[config.mk]
export PLATFORM = sky130hd
export DESIGN_NAME = obp_mul
export DESIGN_NICKNAME = d
export VERILOG_FILES = /design/src/hdl/obp_pkg.sv /design/src/hdl/obp_mul.sv
export SDC_FILE = /design/constraint.sdc
export NUM_CORES = 2
export LEC_CHECK = 0
export BUFFER_PORTS_ARGS = -buffer_cell sky130_fd_sc_hd__buf_2
export CORE_MARGIN = 2
export CORE_UTILIZATION = 65
export DETAILED_ROUTE_END_ITERATION = 10
export HOLD_SLACK_MARGIN = 0.03
export PLACE_DENSITY = 0.87
export SYNTH_ARGS = -nofsm -noshare
export SYNTH_HDL_FRONTEND = slang
export SYNTH_SLANG_ARGS = --single-unit
[constraint.sdc]
create_clock -name i_clk -period 26.7 [get_ports i_clk]
set_input_delay 4.005 -clock i_clk [delete_from_list [all_inputs] [get_ports i_clk]]
set_output_delay 4.005 -clock i_clk [all_outputs]
set_load 0.01 [all_outputs]
[src/hdl/obp_pkg.sv]
// shared types, constants and the per-family step programs for the polynomial basis block
// no dependencies
package obp_pkg;

    localparam int ABS_W      = 29;
    localparam int VAL_W      = 64;
    localparam int ORD_W      = 4;
    localparam int CNT_W      = 5;
    localparam int CFG_W      = 5;
    localparam int RECIP_BITS = 32;
    localparam int STEP_W     = 3;

    typedef enum logic [1:0] {
        FAM_CHEB,
        FAM_LEG,
        FAM_MONO,
        FAM_HERM
    } t_family;

    typedef enum logic [0:0] {
        REG_FAMILY,
        REG_TERM_COUNT
    } t_reg;

    typedef enum logic [1:0] {
        K_MUL,
        K_ADD,
        K_SUB,
        K_END
    } t_kind;

    typedef enum logic [3:0] {
        SRC_X,
        SRC_TWO_X,
        SRC_V1,
        SRC_V2,
        SRC_D1,
        SRC_D2,
        SRC_T0,
        SRC_T1,
        SRC_T2,
        SRC_C,
        SRC_NM1,
        SRC_N,
        SRC_TWO_NM1,
        SRC_TWO_N,
        SRC_TWO,
        SRC_RECIP
    } t_src;

    typedef enum logic [1:0] {
        SH_NONE,
        SH_FRAC,
        SH_RECIP
    } t_shift;

    typedef enum logic [1:0] {
        D_T0,
        D_T1,
        D_T2
    } t_dst;

    typedef struct packed {
        t_kind  kind;
        t_src   a;
        t_src   b;
        t_shift sh;
        t_dst   dst;
    } t_op;

    typedef struct packed {
        logic load;
        logic issue;
        logic alu;
        logic emit;
        logic last;
        t_op  op;
    } t_ctrl;

    typedef enum logic [1:0] {
        S_IDLE,
        S_STEP,
        S_WAIT,
        S_EMIT
    } t_state;

    function automatic t_op mk_op(t_kind k, t_src a, t_src b, t_shift sh, t_dst dst);
        t_op op;
        op.kind = k;
        op.a    = a;
        op.b    = b;
        op.sh   = sh;
        op.dst  = dst;
        return op;
    endfunction

    // micro program for orders two and up; value ends in t0, slope in t1
    function automatic t_op op_decode(t_family fam, logic [STEP_W-1:0] step);
        t_op op;
        op = mk_op(K_END, SRC_T0, SRC_T0, SH_NONE, D_T0);
        case (fam)
            FAM_CHEB: begin
                case (step)
                    3'd0: op = mk_op(K_MUL, SRC_TWO_X, SRC_V1, SH_FRAC, D_T0);
                    3'd1: op = mk_op(K_SUB, SRC_T0, SRC_V2, SH_NONE, D_T0);
                    3'd2: op = mk_op(K_MUL, SRC_TWO_X, SRC_D1, SH_FRAC, D_T1);
                    3'd3: op = mk_op(K_MUL, SRC_V1, SRC_TWO, SH_NONE, D_T2);
                    3'd4: op = mk_op(K_ADD, SRC_T1, SRC_T2, SH_NONE, D_T1);
                    3'd5: op = mk_op(K_SUB, SRC_T1, SRC_D2, SH_NONE, D_T1);
                    default: ;
                endcase
            end
            FAM_LEG: begin
                case (step)
                    3'd0: op = mk_op(K_MUL, SRC_X, SRC_C, SH_NONE, D_T0);
                    3'd1: op = mk_op(K_MUL, SRC_T0, SRC_V1, SH_FRAC, D_T0);
                    3'd2: op = mk_op(K_MUL, SRC_V2, SRC_NM1, SH_NONE, D_T1);
                    3'd3: op = mk_op(K_SUB, SRC_T0, SRC_T1, SH_NONE, D_T0);
                    3'd4: op = mk_op(K_MUL, SRC_T0, SRC_RECIP, SH_RECIP, D_T0);
                    3'd5: op = mk_op(K_MUL, SRC_V1, SRC_C, SH_NONE, D_T1);
                    3'd6: op = mk_op(K_ADD, SRC_T1, SRC_D2, SH_NONE, D_T1);
                    default: ;
                endcase
            end
            FAM_MONO: begin
                case (step)
                    3'd0: op = mk_op(K_MUL, SRC_X, SRC_V1, SH_FRAC, D_T0);
                    3'd1: op = mk_op(K_MUL, SRC_V1, SRC_N, SH_NONE, D_T1);
                    default: ;
                endcase
            end
            default: begin
                case (step)
                    3'd0: op = mk_op(K_MUL, SRC_TWO_X, SRC_V1, SH_FRAC, D_T0);
                    3'd1: op = mk_op(K_MUL, SRC_V2, SRC_TWO_NM1, SH_NONE, D_T1);
                    3'd2: op = mk_op(K_SUB, SRC_T0, SRC_T1, SH_NONE, D_T0);
                    3'd3: op = mk_op(K_MUL, SRC_V1, SRC_TWO_N, SH_NONE, D_T1);
                    default: ;
                endcase
            end
        endcase
        return op;
    endfunction

endpackage

[src/hdl/obp_mul.sv]
// shared multiplier: signed 64x64 product from four 32x32 partial products,
// rounded half away from zero and shifted right when a shift is selected, saturated to 64 bits; uses obp_pkg
module obp_mul #(
    parameter int FRAC_BITS = 24
) (
    input  logic                                 i_clk,
    input  logic                                 i_rst_n,
    input  logic                                 i_start,
    input  logic signed [obp_pkg::VAL_W-1:0]     i_a,
    input  logic signed [obp_pkg::VAL_W-1:0]     i_b,
    input  obp_pkg::t_shift                      i_shift,
    output logic                                 o_done,
    output logic signed [obp_pkg::VAL_W-1:0]     o_result,
    output logic                                 o_sat
);
    import obp_pkg::*;

    localparam int ACC_W = 2 * VAL_W;
    localparam logic [ACC_W-1:0] HALF_FRAC  = ACC_W'(1) << (FRAC_BITS - 1);
    localparam logic [ACC_W-1:0] HALF_RECIP = ACC_W'(1) << (RECIP_BITS - 1);
    localparam logic [VAL_W-1:0] POS_MAX    = {1'b0, {(VAL_W-1){1'b1}}};
    localparam logic [VAL_W-1:0] NEG_MIN    = {1'b1, {(VAL_W-1){1'b0}}};

    logic                r_run;
    logic [1:0]          r_phase;
    logic                r_pp_vld;
    logic                r_pp_last;
    logic                r_fin;
    logic                r_done;
    logic [VAL_W-1:0]    r_ua;
    logic [VAL_W-1:0]    r_ub;
    logic                r_neg;
    t_shift              r_shift;
    logic [VAL_W-1:0]    r_pp;
    logic [1:0]          r_pp_pos;
    logic [ACC_W-1:0]    r_acc;
    logic [VAL_W-1:0]    r_result;
    logic                r_sat;

    logic [ACC_W-1:0]    half;
    logic [ACC_W-1:0]    shifted;
    logic [VAL_W-1:0]    limit;
    logic [VAL_W-1:0]    mag;
    logic                over;
    logic [VAL_W-1:0]    fin_val;

    always_comb begin
        case (i_shift)
            SH_NONE:  half = '0;
            SH_FRAC:  half = HALF_FRAC;
            SH_RECIP: half = HALF_RECIP;
            default:  half = '0;
        endcase
    end

    always_comb begin
        case (r_shift)
            SH_NONE:  shifted = r_acc;
            SH_FRAC:  shifted = r_acc >> FRAC_BITS;
            SH_RECIP: shifted = r_acc >> RECIP_BITS;
            default:  shifted = r_acc;
        endcase
        limit = r_neg ? NEG_MIN : POS_MAX;
        mag   = shifted[VAL_W-1:0];
        over  = (|shifted[ACC_W-1:VAL_W]) || (mag > limit);
        if (over) begin
            fin_val = r_neg ? NEG_MIN : POS_MAX;
        end else begin
            fin_val = r_neg ? (~mag + 1'b1) : mag;
        end
    end

    always_ff @(posedge i_clk) begin
        if (!i_rst_n) begin
            r_run     <= 1'b0;
            r_phase   <= '0;
            r_pp_vld  <= 1'b0;
            r_pp_last <= 1'b0;
            r_fin     <= 1'b0;
            r_done    <= 1'b0;
        end else begin
            r_pp_vld  <= r_run;
            r_pp_last <= r_run && (r_phase == 2'd3);
            r_fin     <= r_pp_vld && r_pp_last;
            r_done    <= r_fin;
            if (i_start) begin
                r_run   <= 1'b1;
                r_phase <= '0;
            end else if (r_run) begin
                r_phase <= r_phase + 1'b1;
                if (r_phase == 2'd3) begin
                    r_run <= 1'b0;
                end
            end
        end
    end

    always_ff @(posedge i_clk) begin
        if (i_start) begin
            r_ua    <= i_a[VAL_W-1] ? (~i_a + 1'b1) : i_a;
            r_ub    <= i_b[VAL_W-1] ? (~i_b + 1'b1) : i_b;
            r_neg   <= i_a[VAL_W-1] ^ i_b[VAL_W-1];
            r_shift <= i_shift;
            r_acc   <= half;
        end else if (r_pp_vld) begin
            r_acc <= r_acc + (ACC_W'(r_pp) << {r_pp_pos, 5'd0});
        end
        if (r_run) begin
            r_pp     <= VAL_W'(r_ua[{r_phase[1], 5'd0} +: 32]) *
                        VAL_W'(r_ub[{r_phase[0], 5'd0} +: 32]);
            r_pp_pos <= {1'b0, r_phase[1]} + {1'b0, r_phase[0]};
        end
        if (r_fin) begin
            r_result <= fin_val;
            r_sat    <= over;
        end
    end

    assign o_done   = r_done;
    assign o_result = r_result;
    assign o_sat    = r_sat;

endmodule

---- Word-level counts from Yosys, hierarchy flattened ----
Index checks and enable logic that the tools add are counted.
storage, ports and cells
  bits in registers ....................... 397
  output and inout bits ................... 66
  word-level logic and storage cells ...... 56
operators by class
  $add $sub $neg .......................... 6
  multiply operators ...................... 1
  order comparisons ....................... 1
  equality and inequality tests ........... 5
  shift operators ......................... 3
  mux-type cells .......................... 12
  bitwise operators ....................... 5
  reduce and logical (&&, ||, !) cells .... 6
operators by type and width
  kind                     count
  $mux W128                2
  $pmux W128 S2            1
  $add A64 B1 Y64 const B  3
  $mux W64                 3
  $not A64 Y64             3
  $add A128 B128 Y128      1
  $shiftx A64 B7 Y32       2
  $shl A64 B7 Y128         1
  $mux W63                 2
  $gt A64 B64 Y1           1
  $mul A32 B32 Y64         1
  $pmux W32 S2             1
  $reduce_or A64 Y1        1
  $eq A2 B2 Y1 const B     3
  $eq A2 B1 Y1 const B     2
  $mux W1                  3
  $add A1 B1 Y2            1
  $add A2 B1 Y2 const B    1
  $logic_and A1 B1 Y1      2
  $reduce_bool A2 Y1       1
  $reduce_or A2 Y1         1
  $logic_or A1 B1 Y1       1
  $not A1 Y1               1
  $xor A1 B1 Y1            1

---- Depth between registers and ports, before layout ----
  depth after elaboration ................. 6
  depth in mapped cells ................... 33
  gate-level depth less buffers ........... 29

---- Worst setup path before layout ----
OpenSTA, ideal clock, no wires.
  path type ............................... flip-flop to flip-flop
  start ................................... reg r_phase[0]
  end ..................................... reg r_pp[44] (data pin)
  setup time .............................. 0.265 ns
  arrival time ............................ 8.949 ns
  path slack .............................. 17.486 ns
  cell stages (with the launch flop) ...... 29
  path buffers ............................ 3
  clock period less this slack ............ 9.214 ns
  cell sequence ........................... dfxtp_1 clkbuf_1 clkbuf_1 mux2i_1 clkbuf_1 nor2_1 fa_1 fa_1 fa_1 inv_1 fa_1 inv_1 fa_1 fa_1 fa_1 fa_1 ha_1 a21o_1 a21o_1 a21o_1 a21o_1 a21oi_1 nor2_1 or3_1 a221oi_1 nor3_1 a2111oi_0 o21ai_0 xor2_1
on the way
  longest elaborated chain between the ends .. 2
ends and longest elaborated chain
  what                    line            text
  start, declared         obp_mul.sv:25   logic [1:0] r_phase;
  start signal, assigned  obp_mul.sv:90   r_phase <= r_phase + 1'b1;
  $shiftx A64 B7 Y32      obp_mul.sv:110  VAL_W'(r_ub[{r_phase[0], 5'd0} +: 32]);
  $mul A32 B32 Y64        obp_mul.sv:109  r_pp <= VAL_W'(r_ua[{r_phase[1], 5'd0} +: 32]) *
  end signal, assigned    obp_mul.sv:109
  end, declared           obp_mul.sv:34   logic [VAL_W-1:0] r_pp;
No other way between the ends.
A chain may end at the register's enable or synchronous reset.

---- Worst setup path after layout ----
  start ................................... reg r_phase[1]
  end ..................................... reg r_pp[44] (data pin)
on the way
  longest elaborated chain between the ends .. 2
ends and longest elaborated chain
  what                line
  $shiftx A64 B7 Y32  obp_mul.sv:109
  $mul A32 B32 Y64    obp_mul.sv:109
No other way between the ends.

==> summary.txt <==
Run status
  • Status: finished clean

Yosys
  • Part of the Yosys area used for sequential elements: 19.01%
  • Cell Area, Synth: 62360 sq um
  • Primary FF master, synth: edfxtp_1
  • Synth warn: 0
  • Netlist cell types: 70
  • Async set-reset flop share out of synthesis: 0%
  • Yosys reg bits: 397
  • EDFF count, synth: 390
  • Synth Area per Inst: 8.882 sq um
  • Mapped Cells: 7021
  • Syn_nets: 8511

STA
  • Final Max Slew Viols: 0
  • Worst Clk Skew: 0.02946 ns
  • Slew HR: 17.21%
  • Final-report hold violation count: 0
  • Worst-margin pin slew: 1.239 ns
  • Tmin final: 10.36 ns
  • Setup TNS: 0 ns
  • RSZ-0062 raised after global routing: false
  • Max frequency: 96.53 MHz
  • Final setup viols: 0
  • Fin crit share: 38.80%

Global route
  • Overflow after GRT: 0
  • Global routing's busiest layer: met2
  • Vias in the first global route: 55650
  • Met2 GRT Util: 68.12%
  • Initial antenna violation count: 5
  • Largest net degree at the start of global routing: 151
  • Global routing usage on met1: 50.00%
  • First-pass GRT wire length: 322100 microns
  • Met3 Usage GRT: 12.57%
  • GRT Total Usage: 43.57%

Place
  • IO Port Bufs: 198
  • RePlAce Congestion: 1.087
  • HPWL after DPL: 165500 microns

CTS
  • Post-CTS Setup Bufs: 0
  • Clock sinks: 397
  • Clock transition at the registers of the reported paths: 0.06 ns
  • Number of CTS-inserted buffers: 47
  • Skew-Pair Late Insertion Delay: 0.70 ns
  • H-Tree Depth: 2
  • CTS resizes: 0
  • Root buf cell: clkbuf_16
  • TritonCTS clock tree: yes
  • Hold buffer count at cts: 0
  • Max Root-Sink Buffers: 3

Route
  • DRC violations left: 0
  • Vias per Instance: 6.533
  • Final ANT Viol Nets: 0
  • Final Routed Wirelength: 213900 microns
  • Vias: 54380
  • 1st-iter DRT viols: 6730
  • Avg WL per Cell: 25.70 microns
  • DR pass1 iterations: 7

Finish
  • Share of cells above drive strength 1: 7.372%
  • Commonest non-fill, non-tap cells in the layout: 984 x inv_1, 947 x nor2_1, 897 x fa_1
  • Layout fillers: 7324
  • Post-layout util: 69.64%
  • Final nets: 8505
  • Most common cell after layout, fill and taps aside: inv_1
  • Area Growth Syn to Fin: 6.102%

Die
  • CORE AREA: 95010 sq um
  • DIE WIDTH: 313.7 microns
  • Initial Util: 65.63%
  • Area of the die: 98430 sq um
  • I/O pin cnt: 199
  • Die Span Y: 313.7 microns
  • Rows: 113

Setup path
  • Worst path arrival time: 10.79 ns
  • Crit Path Class: flip-flop to flip-flop
  • CP Launch Type: flip-flop
  • Critical Path End Type: flip-flop
  • Critical Path RT: 27.13 ns
  • CP Max Fanout: 42

Worst hold path
  • Min-Delay Path Class: flip-flop to flip-flop

Flow run
  • Max-cap violations: 0
[through the flow]
step                area, sq um  worst slack (ns)  std cells  hold slack, ns
finish                    66160             16.34       8323          0.4599
global route              66160             16.04       8321          0.4869
CTS                       66150             16.55       8319          0.4678
detailed placement        64570             16.55       8231          0.4625
global placement          64570             16.70       8231          0.4332
floorplan                 62360             17.49       7021          0.4290
[cell usage after synthesis, drive strengths merged (7+ instances only)]
master,number,area (sq um)
inv,985,3697
nor2,947,3555
fa,897,17960
nand2,753,2826
ha,460,5756
edfxtp,390,11710
a21oi,389,1947
clkbuf,313,1175
o21ai,286,1431
xnor2,236,2067
a21o,133,998.5
nand4,101,631.9
mux2i,97,970.9
nor3,76,380.4
xor2,70,613.1
a22oi,69,518.0
mux2,64,720.7
nor2b,63,394.1
o21bai,63,473.0
o21a,53,397.9
o31ai,49,381.6
nand3,47,235.2
and2,44,275.3
nor4,42,277.8
or3,36,230.2
or4,34,274.0
a22o,32,280.3
and3,29,181.4
buf,27,101.4
nand2b,25,156.4
a31oi,24,150.1
or2,23,143.9
o41ai,21,183.9
a211oi,16,120.1
a21boi,15,112.6
o211ai,13,97.59
a311oi,9,78.83
a221oi,8,70.07
dfxtp,7,140.1
[area by class of cell]
cell class	instances	area, sq um	area share, %
Inverter	985	3697	5.588
Multi-Input combinational cell	5299	45760	69.16
Sequential cell	397	11860	17.93
Tap cell	1265	1583	2.392
Clock inverter	36	390.4	0.5900
Clock buffer	52	1195	1.806
Timing Repair Buffer	285	1667	2.519
Antenna cell	4	10.01	0.01513
[path summary, 6_finish.rpt]
path,slack (ns),to,startpoint,cells after the start
setup / recovery,16.34,r_pp[44]$_DFFE_PP_,r_phase[1]$_SDFFE_PP0P_,27
hold / removal,0.46,r_fin$_SDFF_PN0_,r_pp_last$_SDFF_PN0_,1
setup reg to reg,16.34,r_pp[44]$_DFFE_PP_,r_phase[1]$_SDFFE_PP0P_,27
hold reg to reg,0.46,r_fin$_SDFF_PN0_,r_pp_last$_SDFF_PN0_,1
[worst max-delay path: stages (launching register included)]
cell and delay [ns]:
dfxtp_4 0.58, buf_4 0.67, mux2i_2 0.77, buf_4 0.37, nor2_1 0.10, fa_1 0.52, inv_1 0.05, fa_1 0.49
fa_1 0.45, fa_1 0.55, inv_1 0.05, fa_1 0.48, fa_1 0.57, fa_1 0.44, fa_1 0.45, ha_1 0.37
a21o_1 0.24, a21o_1 0.21, a21o_1 0.19, a21o_1 0.17, a21oi_1 0.14, nor2_1 0.05, or3_1 0.39, a221oi_1 0.63
nor3_1 0.14, a2111oi_0 0.63, o21ai_0 0.22, xor2_1 0.18
[per-layer routing]
metal	routed length [microns]	up-vias	part of all wire (%)
met5	39	-	0.018
met4	22160	6	10
met3	26540	1225	12
met2	94530	4011	44
met1	70620	26020	33
li1	-	23120	-
[sequential cells by signal, indices dropped and copies added, names as in the netlist, 2 cells and up]
register	cells
r_pp	64
r_ub	64
r_acc	128
r_ua	64
r_pp_pos	2
r_shift	2
o_result	64
r_phase	2
[cells by family (layout without fill, tap and decap cells)]
group	after synthesis	in the layout	synth area share (%)
xor gates and xnor gates	306	306	4.298
muxes	161	161	2.713
buffers and inverters	1325	1358	7.976
DFF	397	397	19.01
and+or+nand+nor	2244	2244	15.66
AOI/OAI and AO/OA	1231	1231	12.33
other	0	4	0
adders and majority gates	1357	1357	38.03
Power is not shown: default switching activity piles up to over one toggle a cycle in this logic, so the estimate is an artifact.
