File: src/hdl/obp_pkg.sv
// shared types, constants and the per-family step programs for the polynomial basis block
// no dependencies
package obp_pkg;

    localparam int ABS_W      = 29;
    localparam int VAL_W      = 64;
    localparam int ORD_W      = 4;
    localparam int CNT_W      = 5;
    localparam int CFG_W      = 5;
    localparam int RECIP_BITS = 32;
    localparam int STEP_W     = 3;

    typedef enum logic [1:0] {
        FAM_CHEB,
        FAM_LEG,
        FAM_MONO,
        FAM_HERM
    } t_family;

    typedef enum logic [0:0] {
        REG_FAMILY,
        REG_TERM_COUNT
    } t_reg;

    typedef enum logic [1:0] {
        K_MUL,
        K_ADD,
        K_SUB,
        K_END
    } t_kind;

    typedef enum logic [3:0] {
        SRC_X,
        SRC_TWO_X,
        SRC_V1,
        SRC_V2,
        SRC_D1,
        SRC_D2,
        SRC_T0,
        SRC_T1,
        SRC_T2,
        SRC_C,
        SRC_NM1,
        SRC_N,
        SRC_TWO_NM1,
        SRC_TWO_N,
        SRC_TWO,
        SRC_RECIP
    } t_src;

    typedef enum logic [1:0] {
        SH_NONE,
        SH_FRAC,
        SH_RECIP
    } t_shift;

    typedef enum logic [1:0] {
        D_T0,
        D_T1,
        D_T2
    } t_dst;

    typedef struct packed {
        t_kind  kind;
        t_src   a;
        t_src   b;
        t_shift sh;
        t_dst   dst;
    } t_op;

    typedef struct packed {
        logic load;
        logic issue;
        logic alu;
        logic emit;
        logic last;
        t_op  op;
    } t_ctrl;

    typedef enum logic [1:0] {
        S_IDLE,
        S_STEP,
        S_WAIT,
        S_EMIT
    } t_state;

    function automatic t_op mk_op(t_kind k, t_src a, t_src b, t_shift sh, t_dst dst);
        t_op op;
        op.kind = k;
        op.a    = a;
        op.b    = b;
        op.sh   = sh;
        op.dst  = dst;
        return op;
    endfunction

    // micro program for orders two and up; value ends in t0, slope in t1
    function automatic t_op op_decode(t_family fam, logic [STEP_W-1:0] step);
        t_op op;
        op = mk_op(K_END, SRC_T0, SRC_T0, SH_NONE, D_T0);
        case (fam)
            FAM_CHEB: begin
                case (step)
                    3'd0: op = mk_op(K_MUL, SRC_TWO_X, SRC_V1, SH_FRAC, D_T0);
                    3'd1: op = mk_op(K_SUB, SRC_T0, SRC_V2, SH_NONE, D_T0);
                    3'd2: op = mk_op(K_MUL, SRC_TWO_X, SRC_D1, SH_FRAC, D_T1);
                    3'd3: op = mk_op(K_MUL, SRC_V1, SRC_TWO, SH_NONE, D_T2);
                    3'd4: op = mk_op(K_ADD, SRC_T1, SRC_T2, SH_NONE, D_T1);
                    3'd5: op = mk_op(K_SUB, SRC_T1, SRC_D2, SH_NONE, D_T1);
                    default: ;
                endcase
            end
            FAM_LEG: begin
                case (step)
                    3'd0: op = mk_op(K_MUL, SRC_X, SRC_C, SH_NONE, D_T0);
                    3'd1: op = mk_op(K_MUL, SRC_T0, SRC_V1, SH_FRAC, D_T0);
                    3'd2: op = mk_op(K_MUL, SRC_V2, SRC_NM1, SH_NONE, D_T1);
                    3'd3: op = mk_op(K_SUB, SRC_T0, SRC_T1, SH_NONE, D_T0);
                    3'd4: op = mk_op(K_MUL, SRC_T0, SRC_RECIP, SH_RECIP, D_T0);
                    3'd5: op = mk_op(K_MUL, SRC_V1, SRC_C, SH_NONE, D_T1);
                    3'd6: op = mk_op(K_ADD, SRC_T1, SRC_D2, SH_NONE, D_T1);
                    default: ;
                endcase
            end
            FAM_MONO: begin
                case (step)
                    3'd0: op = mk_op(K_MUL, SRC_X, SRC_V1, SH_FRAC, D_T0);
                    3'd1: op = mk_op(K_MUL, SRC_V1, SRC_N, SH_NONE, D_T1);
                    default: ;
                endcase
            end
            default: begin
                case (step)
                    3'd0: op = mk_op(K_MUL, SRC_TWO_X, SRC_V1, SH_FRAC, D_T0);
                    3'd1: op = mk_op(K_MUL, SRC_V2, SRC_TWO_NM1, SH_NONE, D_T1);
                    3'd2: op = mk_op(K_SUB, SRC_T0, SRC_T1, SH_NONE, D_T0);
                    3'd3: op = mk_op(K_MUL, SRC_V1, SRC_TWO_N, SH_NONE, D_T1);
                    default: ;
                endcase
            end
        endcase
        return op;
    endfunction

endpackage

File: src/hdl/obp_ctrl.sv
// sequencer: walks the orders of one abscissa and the step program of each order
// depends on obp_pkg for the state, op and control types
module obp_ctrl #(
    parameter int  MAX_TERMS = 16,
    localparam int NW        = $clog2(MAX_TERMS)
) (
    input  logic             i_clk,
    input  logic             i_rst_n,
    input  logic             i_start,
    input  obp_pkg::t_family i_family,
    input  logic [NW-1:0]    i_count_m1,
    input  logic             i_mul_done,
    output logic             o_busy,
    output logic [NW-1:0]    o_order,
    output obp_pkg::t_ctrl   o_ctrl
);
    import obp_pkg::*;

    t_state              r_state;
    t_state              n_state;
    logic [NW-1:0]       r_order;
    logic [NW-1:0]       n_order;
    logic [STEP_W-1:0]   r_step;
    logic [STEP_W-1:0]   n_step;
    t_op                 op;

    always_ff @(posedge i_clk) begin
        if (!i_rst_n) begin
            r_state <= S_IDLE;
            r_order <= '0;
            r_step  <= '0;
        end else begin
            r_state <= n_state;
            r_order <= n_order;
            r_step  <= n_step;
        end
    end

    always_comb begin
        op = op_decode(i_family, r_step);
        // orders zero and one are closed forms, no steps
        if (r_order <= NW'(1)) begin
            op.kind = K_END;
        end
        n_state   = r_state;
        n_order   = r_order;
        n_step    = r_step;
        o_ctrl    = '0;
        o_ctrl.op = op;
        unique case (r_state)
            S_IDLE: begin
                if (i_start) begin
                    o_ctrl.load = 1'b1;
                    n_order     = '0;
                    n_step      = '0;
                    n_state     = S_STEP;
                end
            end
            S_STEP: begin
                unique case (op.kind) inside
                    K_MUL: begin
                        o_ctrl.issue = 1'b1;
                        n_state      = S_WAIT;
                    end
                    K_ADD, K_SUB: begin
                        o_ctrl.alu = 1'b1;
                        n_step     = r_step + 1'b1;
                    end
                    default: begin
                        n_state = S_EMIT;
                    end
                endcase
            end
            S_WAIT: begin
                if (i_mul_done) begin
                    n_step  = r_step + 1'b1;
                    n_state = S_STEP;
                end
            end
            S_EMIT: begin
                o_ctrl.emit = 1'b1;
                o_ctrl.last = (r_order == i_count_m1);
                if (o_ctrl.last) begin
                    n_state = S_IDLE;
                end else begin
                    n_order = r_order + 1'b1;
                    n_step  = '0;
                    n_state = S_STEP;
                end
            end
            default: begin
                n_state = S_IDLE;
            end
        endcase
    end

    assign o_busy  = (r_state != S_IDLE);
    assign o_order = r_order;

endmodule

File: config.mk
export PLATFORM = sky130hd
export DESIGN_NAME = obp_ctrl
export DESIGN_NICKNAME = d
export VERILOG_FILES = /design/src/hdl/obp_pkg.sv /design/src/hdl/obp_ctrl.sv
export SDC_FILE = /design/constraint.sdc
export NUM_CORES = 1
export LEC_CHECK = 0
export BUFFER_PORTS_ARGS = -buffer_cell sky130_fd_sc_hd__buf_2
export CORE_ASPECT_RATIO = 0.9
export CORE_MARGIN = 2
export CORE_UTILIZATION = 57
export DETAILED_ROUTE_END_ITERATION = 8
export PLACE_DENSITY = 0.93
export SKIP_CTS_REPAIR_TIMING = 1
export SLEW_MARGIN = 20
export SYNTH_ARGS = -nofsm -noshare
export SYNTH_HDL_FRONTEND = slang
export SYNTH_SLANG_ARGS = --single-unit
File: constraint.sdc
create_clock -name i_clk -period 5.42 [get_ports i_clk]
set_input_delay 1.084 -clock i_clk [delete_from_list [all_inputs] [get_ports i_clk]]
set_output_delay 1.084 -clock i_clk [all_outputs]
set_load 0.005 [all_outputs]
# Word level (Yosys, flattened, before mapping)
# Index checks and enable logic that the tools add are counted.
[op_classes] mul=0 shift=0 bitwise=0 n_eq_ne=19 n_div=0 n_mux=25 addsub=2 reduce_logical=10 order_cmp=1
[op_table] op="$pmux W14 S7" n=1
[op_table] op="$pmux W14 S6" n=1
[op_table] op="$pmux W14 S4" n=1
[op_table] op="$pmux W14 S3" n=1
[op_table] op="$pmux W14 S2" n=1
[op_table] op="$mux W3" n=4
[op_table] op="$pmux W3 S4" n=1
[op_table] op="$mux W2" n=5
[op_table] op="$eq A3 B3 Y1 const B" n=3
[op_table] op="$eq A2 B2 Y1 const B" n=4
[op_table] op="$mux W4" n=2
[op_table] op="$ne A2 B2 Y1 const B" n=4
[op_table] op="$pmux W2 S4" n=1
[op_table] op="$pmux W4 S2" n=1
[op_table] op="$eq A2 B1 Y1 const B" n=3
[op_table] op="$eq A3 B2 Y1 const B" n=2
[op_table] op="$logic_not A2 Y1" n=3
[op_table] op="$reduce_and A3 Y1" n=2
[op_table] op="$mux W1" n=5
[op_table] op="$add A4 B1 Y4 const B" n=1
[op_table] op="$eq A4 B4 Y1" n=1
[op_table] op="$le A4 B1 Y1 const B" n=1
[op_table] op="$pmux W2 S2" n=1
[op_table] op="$reduce_and A4 Y1" n=1
[op_table] op="6 further kinds" n=7
[totals] mem_bits_rw=0 latch_bits=0 n_memories=0 in_bits=10 rom_bits=0 regBits=9

# Longest topological paths before layout
# Gate-level depths: netlist of the first run.
[depth] depth_word=8 depth_mapped=13 mapped_depth_nobuf=11

# Worst setup path after synthesis of the first run
# OpenSTA, ideal clock, no wires.
[synth_timing] kind="input to output" from="input i_family[1]" to="output o_ctrl[16] in the netlist's numbering" path_buffers=2 path_stages=7 path_slack_ps=1937 t_required_ps=4336 arrival_time_ps=2399 path_cell_list="clkbuf_1 > clkbuf_1 > o21ai_0 > and3_1 > ha_1 > inv_1 > nor2_1"
[synth_rtl] element="start: declaration" line="obp_ctrl.sv:10" source="input obp_pkg::t_family i_family,"
[synth_rtl] element="end: declaration" line="obp_ctrl.sv:15" source="output obp_pkg::t_ctrl o_ctrl"

==> results.tsv, run 1 <==
metric	value	unit
outcome	finished clean	
CP top delay family	adder cells	
Hold WS	0.565	ns
CP cell instances	inv_1, ha_1, nor3_1, o21ai_0, a221oi_1, nor3_1, ha_1, inv_1, nor2_1, buf_2	
layout filler cell count	196	
number of remaining DRC errors	0	
top cell type's share of synthesized area	14.4	%
clk buf depth	2	
grt ovf	0	
global-route wire length before repair	5.12	mm
Die Y	48.4	um
Reg-to-Reg End	r_step[1]	
kind of critical path	reg -> out	
FF+latch count, synth	9	
IO Count	34	
final setup fails	0	
post-synth design cell area	0.00125	mm2
port buffer count	32	
gpl congestion	0.868	
minimum clock period	3.92	ns
Slew @ Worst Pin	0.667	ns
Leak	0.666	nW
class of the worst hold path	reg -> reg	
area of the multi-input gates	958	um2
# rows	16	
clk slew on worst S/H paths	0.06	ns
YS warnings	0	
area of the core	0.00212	mm2
CTS buffer count	3	
share of layout cells above drive strength 1	19.3	%
Nets	226	
Via density	6.10	
number of global-route vias before repair	1199	
Placed Area	0.00139	mm2
M2 GR Usage	38.5	%
RSZ-0062 raised after global routing	no	
worst skew pair latency	0.27	ns
grt peak-use layer	met2	
RR Startpoint	r_step[1]	
Setup Skew	0.00433	ns
area leader, netlist	dfxtp_1	
post-route ant nets	0	
Max rail drop VDD	0.000210	V
total power	0.320	mW
DR WL/cell	12.9	um
EDFF count, synth	0	
Die W	53.4	um
Slew Limit Fails	0	
part of the Yosys area used for sequential elements	14.4	%
crit path capture type	output port	
Critical Path AT	2.84	ns
GRT Total Usage	25.3	%
max cap viols	0	
Synth cell types	52	
CTS Root Cell	clkbuf_4	
final WL	2.95	mm
CP peak stage delay	0.58	ns
post-route cell area	0.00142	mm2
via count	1398	
crit path launch type	flip-flop	
met3 Track Usage GR	8.33	%
Worst EP required	4.34	ns
min-delay src	r_state[0]	
clock sinks	9	
Area contributors post-synth	dfxtp_1 14%, ha_1 13%, nor2_1 7.5%	
initial antenna violation count	0	
Reg2Reg Setup Slack	2.42	ns
Starting Density	59.0	%
Hold Fails Final Rpt	0	
Initial DRC Count	44	
PD cells	226	mW/mm2
dpl hpwl	2.17	mm
Crit path buffers/inverters	3	
max frequency	255	MHz
WHS Endpoint	r_state[0]	
post-route setup TNS	0	ns
die area	0.00259	mm2
share of synthesized registers carrying an async set or reset	0	%
period utilisation layout	72.4	%
FF-to-FF path depth	10	
Hold Path Depth	1	
register area	180	um2
largest net degree at the start of global routing	25	
routing usage on met1	33.5	%
CTS tree	yes	
diode count	0	
DRT Pass-1 Iters	4	
CP Depth	10	
Slew Limit Headroom	55.2	%
Synth-to-Final Area Change	13.1	%
CP max stage cell	dfxtp_1	
Post-Syn Nets	203	
Mapped Cells	180	
Critical Path Fanout Max	14	
H-tree depth	1	
Avg Synthesized Cell Area	6.95	um2
top_reg_cell synth	dfxtp_1	
[layer usage]
metal	vias up	routed length (um)
met2	63	1390
met1	644	1270
li1	687	-
met4	0	21
met3	4	270
met5	-	0
[layout by cell type (no fill, tap or decap), types with 2 or more instances in the layout]
master      n
buf_2      32
nor2_1     25
inv_1      15
ha_1       13
nand2_1    11
a21oi_1    11
o21ai_0     9
dfxtp_1     9
nor3_1      5
nand3_1     5
mux2i_1     5
o22ai_1     4
xor2_1      4
or3_1       3
nor2b_1     3
and3_1      3
clkbuf_4    3
nand2b_1    2
a2bb2oi_1   2
a31oi_1     2
o32ai_1     2
a211oi_1    2
and2_1      2
o41ai_1     2
[cell families (layout without fill, tap and decap cells)]
| kind of cell | count (synthesis) | count (layout) | synth area share (%) |
|---|---|---|---|
| and+or+nand+nor | 69 | 69 | 28.1 |
| AOI/OAI and AO/OA | 50 | 50 | 28.4 |
| buffers and inverters | 29 | 51 | 9.00 |
| adders and majority gates | 13 | 13 | 13.0 |
| DFF | 9 | 9 | 14.4 |
| muxes | 5 | 5 | 4.00 |
| xor gates and xnor gates | 4 | 4 | 2.80 |
| other | 1 | 1 | 0.300 |
[registers in the layout (all words and copies together), names as in the netlist]
name     count
r_state      2
o_order      4
r_step       3
[power by group]
part / switching, mW / internal, mW
Combinational: 0.100 / 0.0809
Clock: 0.0250 / 0.0285
Sequential: 0.0128 / 0.0728
Total: 0.138 / 0.182
[stage by stage]
| stage | cells | setup slack (ns) | util (%) |
|---|---|---|---|
| 2_1_floorplan | 180 | 1.94 | - |
| 3_3_place_gp | 225 | 1.74 | 65.4 |
| 3_5_place_dp | 225 | 1.70 | 65.4 |
| 4_1_cts | 229 | 1.50 | 66.7 |
| 5_1_grt | 229 | 1.21 | 66.7 |
| 6_report | 229 | 1.50 | 66.7 |
[synthesized netlist by cell type (all sizes together), types with 2 or more instances]
cell,instances
nand2b,2
or3,3
nor3,5
nor2,25
o41ai,2
buf,2
nor4,2
a31oi,2
xor2,4
ha,13
and2,2
a211oi,2
a2bb2oi,2
a21oi,11
nand3,5
inv,15
a221oi,2
clkbuf,12
nand2,11
o22ai,4
and3,3
nor2b,3
mux2i,5
dfxtp,9
o21ai,9
o32ai,2
[how the worst max path moves through the flow]
stage	startpoint	end	slack [ns]
6_report	r_step[1]	o_ctrl[16]	1.50
5_1_grt	r_step[1]	o_ctrl[16]	1.21
4_1_cts	r_step[1]	o_ctrl[16]	1.50
3_5_place_dp	i_family[0]	o_ctrl[16]	1.70
3_3_place_gp	i_family[0]	o_ctrl[16]	1.74
2_1_floorplan	i_family[1]	o_ctrl[16]	1.94
[layout make-up]
class	instances	area share (%)
clock buffers	4	1.86
inverters	15	3.98
multi-input cells	142	67.7
flip-flops and latches	9	12.7
well taps	27	2.39
repair buffers	32	11.3
Power figures use the tool's default switching activity.
==> inputs of run 2 (changes only) <==
--- a/config.mk
+++ b/config.mk
@@ -8,9 +8,9 @@
 export BUFFER_PORTS_ARGS = -buffer_cell sky130_fd_sc_hd__buf_2
 export CORE_ASPECT_RATIO = 0.9
 export CORE_MARGIN = 2
-export CORE_UTILIZATION = 57
+export CORE_UTILIZATION = 47
 export DETAILED_ROUTE_END_ITERATION = 8
-export PLACE_DENSITY = 0.93
+export PLACE_DENSITY = 0.83
 export SKIP_CTS_REPAIR_TIMING = 1
 export SLEW_MARGIN = 20
 export SYNTH_ARGS = -nofsm -noshare
==> constraint.sdc (replaced) <==
create_clock -name i_clk -period 3.55 [get_ports i_clk]
set_input_delay 0.71 -clock i_clk [delete_from_list [all_inputs] [get_ports i_clk]]
set_output_delay 0.71 -clock i_clk [all_outputs]
set_load 0.005 [all_outputs]
==> run 2 against run 1 <==
Net effect:
- setup slack got worse by 1.2 ns
- combinational power increased by 56%
- non-clock buffer count increased by 2
- global-route usage decreased by 3.4 points
- total power increased by 54%
- critical path depth unchanged
- sequential share of layout area decreased by 0.068 points
- first-iteration DRC count increased by 52%
- largest cell class unchanged
==> results.tsv, run 2 (synthesis gave the netlist of run 1 again) <==
metric	value	unit	change
outcome	finished clean		
IO Count	34		unchanged
FF-to-FF path depth	10		unchanged
number of global-route vias before repair	1179		-1.7%
die area	0.00309	mm2	+20%
Leak	0.677	nW	+1.7%
max reg flops	4		unchanged
H-tree depth	1		unchanged
CTS tree	yes		
Worst EP required	2.84	ns	-1.50 ns
most frequent cells in the layout	32 x buf_2, 25 x nor2_1, 15 x inv_1		
Die W	58.4	um	+9.4%
DRT Pass-1 Iters	4		unchanged
grt ovf	0		unchanged
RSZ-0062 raised after global routing	no		
clk buf depth	2		unchanged
largest net degree at the start of global routing	25		unchanged
global-route wire length before repair	5.25	mm	+2.6%
Nets	228		+0.88%
final WL	3.09	mm	+4.6%
RR Startpoint	r_step[1]		
Slew @ Worst Pin	0.626	ns	-0.0403 ns
layout filler cell count	239		+22%
area of the core	0.00249	mm2	+17%
PD cells	345	mW/mm2	+53%
crit path launch type	flip-flop		
post-route ant nets	0		unchanged
Critical Path Fanout Max	12		-2
max frequency	305	MHz	
Setup WS post-layout	0.276	ns	-1.22 ns
Initial DRC Count	67		+52%
Hold Fails Final Rpt	0		unchanged
share of layout cells above drive strength 1	20.6	%	+1.3 points
CP Capture Point	o_ctrl[16]		
number of remaining DRC errors	0		unchanged
initial antenna violation count	0		unchanged
final setup fails	0		unchanged
Setup Skew	0.00761	ns	+0.00328 ns
Critical Path AT	2.56	ns	-0.28 ns
period utilisation layout	92.2	%	
Synth-to-Final Area Change	14.5	%	
Reg-to-Reg End	r_step[2]		
Slew Limit Fails	0		unchanged
Starting Density	50.3	%	-8.7 points
crit path capture type	output port		
GRT Total Usage	21.8	%	-3.4 points
most common cell after layout, fill and taps aside	buf_2		
kind of critical path	reg -> out		
dpl hpwl	2.29	mm	+5.1%
Die Y	52.9	um	+9.3%
Hold WS	0.483	ns	-0.0818 ns
clk slew on worst S/H paths	0.06	ns	about the same
Reg2Reg Setup Slack	0.87	ns	-1.55 ns
class of the worst hold path	reg -> reg		
via count	1368		-2.1%
CTS Root Cell	clkbuf_4		
Slew Limit Headroom	57.9	%	+2.7 points
Post-Place Setup Slack	0.489	ns	-1.21 ns
Via density	5.90		-3.4%
Critical Path Start	r_step[1]		
Max rail drop VDD	0.000280	V	+34%
max cap viols	0		unchanged
post-route setup TNS	0	ns	unchanged
port buffer count	32		unchanged
worst skew pair latency	0.27	ns	about the same
diode count	0		unchanged
DR WL/cell	13.3	um	+3.3%
gpl congestion	0.918		+5.8%
CTS buffer count	3		unchanged
minimum clock period	3.27	ns	
# rows	17		+1
clock sinks	9		unchanged
-- run 2: changes by cell type in the layout (fill, tap and decap cells not counted) --
cell / previous run / this run
dfxtp_1: 9 / 8
dfxtp_2: 0 / 1
buf_4: 0 / 2
-- run 2: stage by stage --
stage	instances	instance area, um2	total power, mW	utilization (%)
after floorplan	180	1250	0.331	-
after global placement	228	1410	0.403	56.5
after detailed placement	228	1410	0.409	56.5
after CTS	232	1430	0.495	57.5
after global routing	232	1430	0.544	57.6
final	232	1430	0.495	57.6
-- run 2: how the worst min path moves through the flow --
| stage | from | end | slack, ns | cells past startpoint |
|---|---|---|---|---|
| after global routing | r_step[1] | r_step[1] | 0.52 | 2 |
| after CTS | r_step[1] | r_step[1] | 0.49 | 2 |
| after detailed placement | r_step[1] | r_step[1] | 0.47 | 2 |
| final | r_step[1] | r_step[1] | 0.48 | 2 |
| after floorplan | r_state[0] | r_state[0] | 0.53 | 1 |
| after global placement | r_step[1] | r_step[1] | 0.46 | 2 |
-- run 2: area by class of cell --
type / count / area [um2] / share of cell area [%]
Sequential cell: 9 / 181 / 12.7
Tap cell: 28 / 35.0 / 2.45
Inverter: 15 / 56.3 / 3.93
Multi-Input combinational cell: 142 / 958 / 66.9
Clock buffer: 4 / 26.3 / 1.83
Timing Repair Buffer: 34 / 175 / 12.2
-- run 2: where the power goes --
part / internal, mW / leakage [nW] / switching [mW]
registers: 0.112 / 0.0737 / 0.0161
logic: 0.125 / 0.588 / 0.157
clock network: 0.0435 / 0.0150 / 0.0409
total: 0.281 / 0.677 / 0.214
-- run 2: worst max-delay path, stage by stage, from the launching register on --
cell and delay [ns]:
dfxtp_1 0.35, buf_4 0.18, ha_1 0.16, ha_1 0.32
o21ai_0 0.14, a221oi_1 0.36, nor3_1 0.09, ha_1 0.30
inv_1 0.06, nor2_1 0.19, buf_2 0.16
-- run 2: layer usage --
metal	GRT usage, %	up-vias	routed length [um]
met1	29.9	635	1460
met5	0	-	0
li1	-	691	-
met2	34.3	39	1440
met3	2.93	3	155
met4	8.91	0	38
==> inputs of run 3 (changes only) <==
--- a/config.mk
+++ b/config.mk
@@ -5,12 +5,12 @@
 export SDC_FILE = /design/constraint.sdc
 export NUM_CORES = 1
 export LEC_CHECK = 0
-export BUFFER_PORTS_ARGS = -buffer_cell sky130_fd_sc_hd__buf_2
 export CORE_ASPECT_RATIO = 0.9
 export CORE_MARGIN = 2
-export CORE_UTILIZATION = 47
+export CORE_UTILIZATION = 57
 export DETAILED_ROUTE_END_ITERATION = 8
-export PLACE_DENSITY = 0.83
+export DONT_BUFFER_PORTS = 1
+export PLACE_DENSITY = 0.75
 export SKIP_CTS_REPAIR_TIMING = 1
 export SLEW_MARGIN = 20
 export SYNTH_ARGS = -nofsm -noshare
==> run 3 against run 2 <==
Net effect:
- total power is 9.0% lower
- final area is 11% lower
- register-to-register slack worse by 0.17 ns
- worst hold slack better by 0.065 ns
- non-clock buffer count is 32 lower
==> results.tsv, run 3 (synthesis gave the netlist of run 1 again) <==
metric	value	unit	change
Reg-to-Reg End	r_step[0]		
initial antenna violation count	0		unchanged
Hold WS	0.548	ns	+0.0653 ns
layout filler cell count	206		-14%
max cap viols	0		unchanged
DRT Pass-1 Iters	4		unchanged
Starting Density	59.0	%	+8.7 points
RSZ-0062 raised after global routing	no		
Reg2Reg Setup Slack	0.70	ns	-0.17 ns
Critical Path Fanout Max	9		-3
most frequent cells in the layout	25 x nor2_1, 15 x inv_1, 13 x ha_1		
global-route wire length before repair	4.89	mm	-6.8%
post-route ant nets	0		unchanged
# rows	16		-1
most common cell after layout, fill and taps aside	nor2_1		
CP Depth	9		-1
final WL	3.01	mm	-2.8%
CTS Root Cell	clkbuf_4		
Worst EP required	2.84	ns	about the same
GRT Total Usage	24.3	%	+2.4 points
CP max stage cell	dfxtp_1		
CTS buffer count	3		unchanged
RR Startpoint	r_step[0]		
area of the core	0.00212	mm2	-15%
via count	1277		-6.7%
Via density	6.42		+8.8%
clock sinks	9		unchanged
fin cells	199		-14%
H-tree depth	1		unchanged
Int Pwr	0.255	mW	-9.0%
placed cell count	195		-14%
Max rail drop VDD	0.000322	V	+15%
share of layout cells above drive strength 1	5.23	%	-15 points
Slew @ Worst Pin	0.595	ns	-0.0309 ns
Slew Limit Headroom	59.3	%	+1.4 points
number of global-route vias before repair	1123		-4.7%
kind of critical path	reg -> out		
final setup fails	0		unchanged
max frequency	306	MHz	+0.24%
port buffer count	0		-100%
clk slew on worst S/H paths	0.06	ns	about the same
FF-to-FF path depth	10		unchanged
logic gate share of total power	53.8	%	-3.3 points
Critical Path AT	2.56	ns	about the same
diode count	0		unchanged
max reg flops	4		unchanged
gpl congestion	0.870		-5.2%
Setup Skew	0.00860	ns	+0.000990 ns
largest net degree at the start of global routing	25		unchanged
minimum clock period	3.27	ns	-0.00786 ns
class of the worst hold path	reg -> reg		
CP peak stage delay	0.51	ns	+0.15 ns
Critical Path Start	r_step[0]		
dpl hpwl	2.28	mm	-0.21%
Synth-to-Final Area Change	1.50	%	
number of remaining DRC errors	0		unchanged
IO Count	34		unchanged
sw power	0.195	mW	-9.0%
crit path launch type	flip-flop		
grt ovf	0		unchanged
Hold Fails Final Rpt	0		unchanged
Sw Ratio	43.3	%	about the same
Core Util, Final	59.8	%	+2.3 points
CTS tree	yes		
PD cells	354	mW/mm2	+2.6%
Slew Limit Fails	0		unchanged
die area	0.00259	mm2	-16%
Initial DRC Count	46		-31%
crit path capture type	output port		
clk buf depth	2		unchanged
CP Capture Point	o_ctrl[16]		
period utilisation layout	92.0	%	-0.22 points
worst skew pair latency	0.26	ns	about the same
Die W	53.4	um	-8.6%
Leak	0.532	nW	-21%
CP top delay family	adder cells		
DR WL/cell	15.1	um	+13%
Die Y	48.4	um	-8.5%
Sequential Power Share	28.6	%	+2.7 points
Nets	196		-14%
Crit path buffers/inverters	2		-1
total power	0.450	mW	-9.0%
CP cell instances	inv_1, ha_1, nor3_1, o21ai_0, a221oi_1, nor3_1, ha_1, inv_1, nor2_1		
post-route setup TNS	0	ns	unchanged
outcome	finished clean		
Clock power frac	17.6	%	+0.5 points
## run 3: cell types whose count changed in the layout (fill, tap and decap cells not counted), sizes merged
cell / previous run / this run
buf: 34 / 2
## run 3: power by group through the flow
stage / Clock (mW) / Sequential [mW] / Combinational (mW)
2_1_floorplan: 0 / 0.126 / 0.206
3_3_place_gp: 0 / 0.129 / 0.232
3_5_place_dp: 0 / 0.130 / 0.239
4_1_cts: 0.0840 / 0.128 / 0.240
5_1_grt: 0.0884 / 0.130 / 0.273
6_report: 0.0790 / 0.129 / 0.242
## run 3: how the worst min path moves through the flow
stage,start,endpoint,slack (ns),cells past startpoint
after detailed placement,r_step[1],r_step[1],0.54,2
final,r_step[1],r_step[1],0.55,2
after CTS,r_step[1],r_step[1],0.55,2
after floorplan,r_state[0],r_state[0],0.53,1
after global routing,i_rst_n,o_order[2],0.56,1
after global placement,r_step[1],r_step[1],0.52,2
## run 3: per-stage QoR
stage                     cell area [um2]  worst slack, ns
after floorplan                      1250            0.552
after global placement               1240            0.698
after detailed placement             1240            0.604
after CTS                            1270            0.313
after global routing                 1270           0.0981
final                                1270            0.284
## run 3: metal layers
metal  vias to the layer above  GRT usage [%]  part of all wire [%]
li1                        626              -                     -
met1                       608           33.1                    46
met2                        43           38.7                    47
met3                         0           7.10                   7.3
met4                         0           2.99                     0
met5                         -              0                     0
## run 3: cell type report
cell class / instances / area (um2) / area share, %
Sequential cell: 9 / 180 / 14.2
Clock buffer: 4 / 26.3 / 2.07
Timing Repair Buffer: 2 / 15.0 / 1.18
Multi-Input combinational cell: 142 / 958 / 75.5
Tap cell: 27 / 33.8 / 2.66
Inverter: 15 / 56.3 / 4.43
## run 3: worst reg2reg max path: cells and delay by family (launching register included)
family,cells,cell delay (ns)
buffers and inverters,2,0.21
flip-flops,1,0.51
multiplexers,1,0.23
AND/OR/NAND/NOR,2,0.32
AO/OA/AOI/OAI,3,0.89
adder cells (fa/ha/maj),2,0.63
